--- config.mk ---
export PLATFORM = sky130hd
export DESIGN_NAME = cept_ctrl
export DESIGN_NICKNAME = d
export VERILOG_FILES = /design/src/sv/cept_pkg.sv /design/src/sv/cept_ctrl.sv
export SDC_FILE = /design/constraint.sdc
export NUM_CORES = 1
export LEC_CHECK = 0
export BUFFER_PORTS_ARGS = -buffer_cell sky130_fd_sc_hd__buf_2
export CORE_AREA = 2 2 39 41
export DETAILED_ROUTE_END_ITERATION = 6
export DIE_AREA = 0 0 41 43
export PLACE_DENSITY = 0.81
export SLEW_MARGIN = 30
export SYNTH_ARGS = -nofsm -noshare
export SYNTH_HDL_FRONTEND = slang
export SYNTH_SLANG_ARGS = --single-unit
--- constraint.sdc ---
create_clock -name i_clk -period 3.35 [get_ports i_clk]
set_input_delay 0.67 -clock i_clk [delete_from_list [all_inputs] [get_ports i_clk]]
set_output_delay 0.67 -clock i_clk [all_outputs]
set_load 0.01 [all_outputs]
--- src/sv/cept_pkg.sv ---
// Shared types, constants and the cosine table function for the pose tweener.
`timescale 1ns / 1ps

package cept_pkg;

    // Number of pose components per joint: ang x, y, z then pos x, y, z.
    localparam int NCOMP = 6;

    // Component codes.
    localparam logic [2:0] COMP_ANG_X = 3'd0;
    localparam logic [2:0] COMP_ANG_Y = 3'd1;
    localparam logic [2:0] COMP_ANG_Z = 3'd2;
    localparam logic [2:0] COMP_POS_X = 3'd3;
    localparam logic [2:0] COMP_POS_Y = 3'd4;
    localparam logic [2:0] COMP_POS_Z = 3'd5;

    // Request types.
    localparam logic REQ_START = 1'b0;
    localparam logic REQ_TICK  = 1'b1;

    // Pi in Q30 and one in Q30 for the table series.
    localparam logic [63:0] PI_Q30  = 64'd3373259426;
    localparam logic [63:0] ONE_Q30 = 64'd1073741824;

    typedef struct packed {
        logic              req_type;
        logic [1:0]        bank;
        logic [3:0]        joint;
        logic signed [31:0] target_ang_x;
        logic signed [31:0] target_ang_y;
        logic signed [31:0] target_ang_z;
        logic signed [31:0] target_pos_x;
        logic signed [31:0] target_pos_y;
        logic signed [31:0] target_pos_z;
        logic [15:0]       move_frames;
    } t_in_item;

    typedef struct packed {
        logic [1:0]        out_bank;
        logic [3:0]        out_joint;
        logic signed [31:0] ang_x;
        logic signed [31:0] ang_y;
        logic signed [31:0] ang_z;
        logic signed [31:0] pos_x;
        logic signed [31:0] pos_y;
        logic signed [31:0] pos_z;
        logic              moving;
        logic              last;
    } t_out_item;

    // Commands from the controller to the datapath.
    typedef struct packed {
        logic load;
        logic clr_c;
        logic inc_c;
        logic clr_j;
        logic inc_j;
        logic wr_start;
        logic wr_ed_new;
        logic snap;
        logic div_go;
        logic div_fin;
        logic mul;
        logic wr_ease;
        logic wr_snapc;
        logic cap_cur;
    } t_cmd;

    // Status from the datapath to the controller.
    typedef struct packed {
        logic is_tick;
        logic bank_ok;
        logic joint_ok;
        logic act;
        logic snap;
        logic div_done;
        logic c_last;
        logic j_last;
    } t_stat;

    // Target component of an input item selected by component code.
    function automatic logic [31:0] item_comp(input t_in_item it, input logic [2:0] c);
        logic [31:0] v;
        case (c)
            COMP_ANG_X: v = it.target_ang_x;
            COMP_ANG_Y: v = it.target_ang_y;
            COMP_ANG_Z: v = it.target_ang_z;
            COMP_POS_X: v = it.target_pos_x;
            COMP_POS_Y: v = it.target_pos_y;
            default:    v = it.target_pos_z;
        endcase
        return v;
    endfunction

    // Cosine magnitude in Q16.16 of a Q30 angle in [0, pi/2], nine series terms.
    function automatic logic [16:0] cos_mag(input logic [63:0] theta);
        logic [63:0]        x2;
        logic [63:0]        term;
        logic [63:0]        prod;
        logic signed [63:0] sum;
        logic signed [63:0] mag;
        x2   = (theta * theta) >> 30;
        sum  = $signed(ONE_Q30);
        term = ONE_Q30;
        for (int n = 1; n <= 8; n++) begin
            prod = (term * x2) >> 30;
            case (n)
                1:       term = prod / 2;
                2:       term = prod / 12;
                3:       term = prod / 30;
                4:       term = prod / 56;
                5:       term = prod / 90;
                6:       term = prod / 132;
                7:       term = prod / 182;
                default: term = prod / 240;
            endcase
            if (n % 2 == 1) begin
                sum = sum - $signed(term);
            end else begin
                sum = sum + $signed(term);
            end
        end
        if (sum < 0) begin
            sum = 0;
        end
        mag = (sum + 64'sd8192) >>> 14;
        if (mag > 64'sd65536) begin
            mag = 64'sd65536;
        end
        return mag[16:0];
    endfunction

endpackage

--- src/sv/cept_ctrl.sv ---
// Controller state machine sequencing start and tick items.
`timescale 1ns / 1ps

module cept_ctrl (
    input  logic           i_clk,
    input  logic           i_rst_n,
    input  logic           i_in_valid,
    output logic           o_in_ready,
    output logic           o_out_valid,
    input  logic           i_out_ready,
    output cept_pkg::t_cmd o_cmd,
    input  cept_pkg::t_stat i_stat
);

    import cept_pkg::*;

    localparam logic [3:0] S_IDLE = 4'd0;
    localparam logic [3:0] S_DEC  = 4'd1;
    localparam logic [3:0] S_SRD  = 4'd2;
    localparam logic [3:0] S_SWR  = 4'd3;
    localparam logic [3:0] S_JCHK = 4'd4;
    localparam logic [3:0] S_ED   = 4'd5;
    localparam logic [3:0] S_DIV  = 4'd6;
    localparam logic [3:0] S_ERD  = 4'd7;
    localparam logic [3:0] S_EMUL = 4'd8;
    localparam logic [3:0] S_EWR  = 4'd9;
    localparam logic [3:0] S_TRD  = 4'd10;
    localparam logic [3:0] S_TWR  = 4'd11;
    localparam logic [3:0] S_CRD  = 4'd12;
    localparam logic [3:0] S_CCAP = 4'd13;
    localparam logic [3:0] S_OUT  = 4'd14;

    logic [3:0] r_state;
    logic [3:0] n_state;
    t_cmd       cmd;

    // Next state and commands.
    always_comb begin
        n_state = r_state;
        cmd     = '0;
        unique case (r_state)
            S_IDLE: begin
                if (i_in_valid) begin
                    cmd.load = 1'b1;
                    n_state  = S_DEC;
                end
            end
            S_DEC: begin
                cmd.clr_c = 1'b1;
                cmd.clr_j = 1'b1;
                if (!i_stat.bank_ok) begin
                    n_state = S_IDLE;
                end else if (i_stat.is_tick) begin
                    n_state = S_JCHK;
                end else begin
                    n_state = i_stat.joint_ok ? S_SRD : S_IDLE;
                end
            end
            S_SRD: n_state = S_SWR;
            S_SWR: begin
                cmd.wr_start = 1'b1;
                if (i_stat.c_last) begin
                    cmd.wr_ed_new = 1'b1;
                    n_state       = S_IDLE;
                end else begin
                    cmd.inc_c = 1'b1;
                    n_state   = S_SRD;
                end
            end
            S_JCHK: begin
                cmd.clr_c = 1'b1;
                n_state   = i_stat.act ? S_ED : S_CRD;
            end
            S_ED: begin
                if (i_stat.snap) begin
                    cmd.snap = 1'b1;
                    n_state  = S_TRD;
                end else begin
                    cmd.div_go = 1'b1;
                    n_state    = S_DIV;
                end
            end
            S_DIV: begin
                if (i_stat.div_done) begin
                    cmd.div_fin = 1'b1;
                    n_state     = S_ERD;
                end
            end
            S_ERD: n_state = S_EMUL;
            S_EMUL: begin
                cmd.mul = 1'b1;
                n_state = S_EWR;
            end
            S_EWR: begin
                cmd.wr_ease = 1'b1;
                if (i_stat.c_last) begin
                    n_state = S_OUT;
                end else begin
                    cmd.inc_c = 1'b1;
                    n_state   = S_ERD;
                end
            end
            S_TRD: n_state = S_TWR;
            S_TWR: begin
                cmd.wr_snapc = 1'b1;
                if (i_stat.c_last) begin
                    n_state = S_OUT;
                end else begin
                    cmd.inc_c = 1'b1;
                    n_state   = S_TRD;
                end
            end
            S_CRD: n_state = S_CCAP;
            S_CCAP: begin
                cmd.cap_cur = 1'b1;
                if (i_stat.c_last) begin
                    n_state = S_OUT;
                end else begin
                    cmd.inc_c = 1'b1;
                    n_state   = S_CRD;
                end
            end
            S_OUT: begin
                if (i_out_ready) begin
                    if (i_stat.j_last) begin
                        n_state = S_IDLE;
                    end else begin
                        cmd.inc_j = 1'b1;
                        n_state   = S_JCHK;
                    end
                end
            end
            default: n_state = S_IDLE;
        endcase
    end

    // State register.
    always_ff @(posedge i_clk) begin
        if (!i_rst_n) begin
            r_state <= S_IDLE;
        end else begin
            r_state <= n_state;
        end
    end

    assign o_cmd       = cmd;
    assign o_in_ready  = (r_state == S_IDLE);
    assign o_out_valid = (r_state == S_OUT);

    // The divider only finishes while the controller waits for it.
    a_done_in_div: assert property (@(posedge i_clk) disable iff (!i_rst_n)
        i_stat.div_done |-> r_state == S_DIV)
        else $error("divider finished outside the divide wait");

    // A result is only offered once all six components are in place.
    a_out_after_last: assert property (@(posedge i_clk) disable iff (!i_rst_n)
        $rose(o_out_valid) |-> $past(i_stat.c_last))
        else $error("item offered before its last component");

    // A waiting result stays offered until it is taken.
    a_out_holds: assert property (@(posedge i_clk) disable iff (!i_rst_n)
        (r_state == S_OUT && !i_out_ready) |=> r_state == S_OUT)
        else $error("result withdrawn before it was taken");

endmodule

==> impl_results.md <==
- Final total power: approximately 310 µW
- Dpl hpwl: 1090 µm
- Initial DRC Count: 11
- Top Registers: r_state (4)
- Largest net degree at the start of global routing: 21
- Final core utilization: between 40 and 50%
- Worst-Margin Slew: 678 ps
- N_diodes: 0
- Seq/Total Area, Yosys: 14.7%
- Synthesized area: around 540 µm²
- Bufs on Longest Clock Path: 2
- Die height: 43 µm
- RSZ-0062 raised after global routing: no
- Critical path arrival: 1690 ps
- Outcome: finished, final reports clean
- Hold Crit Class: input pin to flop
- Post-CTS setup buffer count: 0
- Final Hold Fails: 0
- Yosys reg bits: 4
- Number of flip-flops in the largest register: 4
- Clk_lat worst skew: 240 ps
- Clock Skew: between 4 and 5 ps
- ANT nets after route: 0
- H-tree depth: 1
- Vias in the first global route: 545
- Leading register cell type out of synthesis: dfxtp_1
- Max rail drop VDD: 0.208 mV
- Initial core utilization: between 30 and 40%
- Avg Vias per Cell: 5.72
- Grt total ovfl: 0
- Asr flop ratio synth: 0%
- CTS Sinks: 4
- Post-route DRC violation count: 0
- # hold bufs at CTS: 0
- Storage cell area: approximately 80 µm²
- Total number of vias: 663
- Port Buffers: 27
- Initial antenna violation count: 0
- Share of the clock period used by the worst path: a little over two thirds
- CORE AREA: 0.00138 mm²
- CTS tree: done
- Chip width: 41 µm
- FMAX: 423 MHz
- Pwr dens: between 400 and 500 mW/mm²
- CP endpoint: o_cmd[5]
- Max-slew violation count: 0
- Setup crit start kind: flop
- Fin crit period: 2360 ps
- Synth top cells by count: 9 x nor2_1, 9 x nor3_1, 5 x o21ai_0
- Mapped Cells: 77
- Die ar.: 0.00176 mm²
- Max-Cap Viols: 0
- FILL cells: approximately 150
- Post-synth cell types: 34
- Crit-path cells: inv_1, nor4_1, buf_2
- Slowest Stage Delay on Critical Path: approximately 730 ps
- Largest Register: r_state
- Nets: 114
- Root Buffer: clkbuf_4
- PostCTS Resize Cnt: 0
- Worst R2R Path Depth: 4
- Slew margin rel.: between 50 and 60%
- First-pass GRT wire length: 2220 µm
- Critical Path Sink Type: primary output
- 1st-pass router iterations: 4
- Area share of the largest cell type after synthesis: between 10% and 20%
- Clock buffer count from CTS: 3
- CTS clk-pin slew, worst paths: 40 ps
- Post-Syn Nets: 89
- CP max stage cell: dfxtp_1
- Syn avg cell area: 7.05 µm²
- Crit path from: r_state[2]$_SDFFE_PN0P_
- Wire per inst: about 13 µm
- YS warnings: 0
- Worst flop-to-flop path startpoint: r_state[1]$_SDFFE_PN0P_
- Post-synth top area cell: dfxtp_1
- Setup_tns: 0 ps
- Multi-input logic area: 389 µm²
- FP Rows: 14
- Leak: 0.000296 µW
- Worst R2R End: r_state[1]$_SDFFE_PN0P_
- Final wirelength: between 1000 and 1500 µm
- Post-synth EDFFs: 0
- Share of cells above drive strength 1: 36.0%
- Flop2flop setup slack: 1720 ps
- Kind of critical path: flop to primary output
- Crit path max fanout: 19
- Main area contributors after synthesis: dfxtp_1 15%, nor3_1 8.3%, nor2_1 6.2%
- # setup viols final: 0
- GPL Wtd Cong: between 0.8 and 0.9
- Total track usage: between 10% and 20%
- CP required: 2680 ps
- Layout area overhead: 22.6%
- # IOs: 28
-- layout by cell type, fill, tap and decap left out, types with 2 or more instances in the layout --
| cell type | Yosys | final |
|---|---|---|
| nand3_1 | 2 | 2 |
| a21oi_1 | 2 | 2 |
| nor3_1 | 9 | 9 |
| clkbuf_4 | 0 | 3 |
| nor2_1 | 9 | 9 |
| nor4b_1 | 3 | 3 |
| buf_2 | 2 | 27 |
| dfxtp_1 | 4 | 4 |
| and2_1 | 2 | 2 |
| nor4_1 | 2 | 2 |
| nand2_1 | 4 | 4 |
| inv_1 | 4 | 4 |
| o21ai_0 | 5 | 5 |
| a31oi_1 | 3 | 3 |
| nor2b_1 | 2 | 2 |
| nand2b_1 | 2 | 2 |
-- routing by layer --
metal	up-vias	wire length, µm	global-route usage (%)
li1	330	-	-
met4	0	34	12.7
met2	32	706	27.5
met3	4	125	1.57
met5	-	0	0
met1	297	629	22.8
-- final cells by class --
cell class / count / area share [%]
Tap cell: 16 / 3.01
Timing Repair Buffer: 27 / 20.3
Clock buffer: 3 / 3.38
Inverter: 5 / 2.82
Multi-Input combinational cell: 61 / 58.5
Sequential cell: 4 / 12.0
-- critical path: cells and delay by family (launching register included) --
kind	cells	cell delay [ps]
DFF	1	730
and+or+nand+nor	1	320
buffers and inverters	2	390
-- kinds of logic after synthesis --
group | synth area share (%)
compound gates | 30.2
xor+xnor | 1.61
buf+inv | 13.6
flops | 14.7
simple gates | 39.9
-- how the worst min path moves through the flow --
stage	cells after the start	slack (ps)	to	from
3_3_place_gp	2	770	r_state[2]$_SDFFE_PN0P_	r_state[2]$_SDFFE_PN0P_
4_1_cts	3	700	r_state[1]$_SDFFE_PN0P_	i_rst_n
5_1_grt	3	710	r_state[1]$_SDFFE_PN0P_	i_rst_n
3_5_place_dp	2	800	r_state[1]$_SDFFE_PN0P_	r_state[0]$_SDFFE_PN0P_
6_report	3	700	r_state[1]$_SDFFE_PN0P_	i_rst_n
2_1_floorplan	4	650	r_state[1]$_SDFFE_PN0P_	r_state[3]$_SDFFE_PN0P_
-- where the power goes --
part	internal (µW)	switching, µW	leakage (µW)	total, µW
sequential	56.9	42.8	0.0000327	99.7
clock	40.2	21.1	0.0000138	61.3
combinational	67.2	80.0	0.000249	147
total	164	144	0.000296	308
-- per-stage QoR --
stage                     hold WS, ps  worst slack, ps  std cells  area [µm²]
final                             700              988        116         666
after detailed placement          796             1260        113         643
after global placement            765             1340        113         643
after global routing              709              848        116         666
after CTS                         695             1010        116         666
after floorplan                   653             1530         77         543
Power figures use the tool's default switching activity.
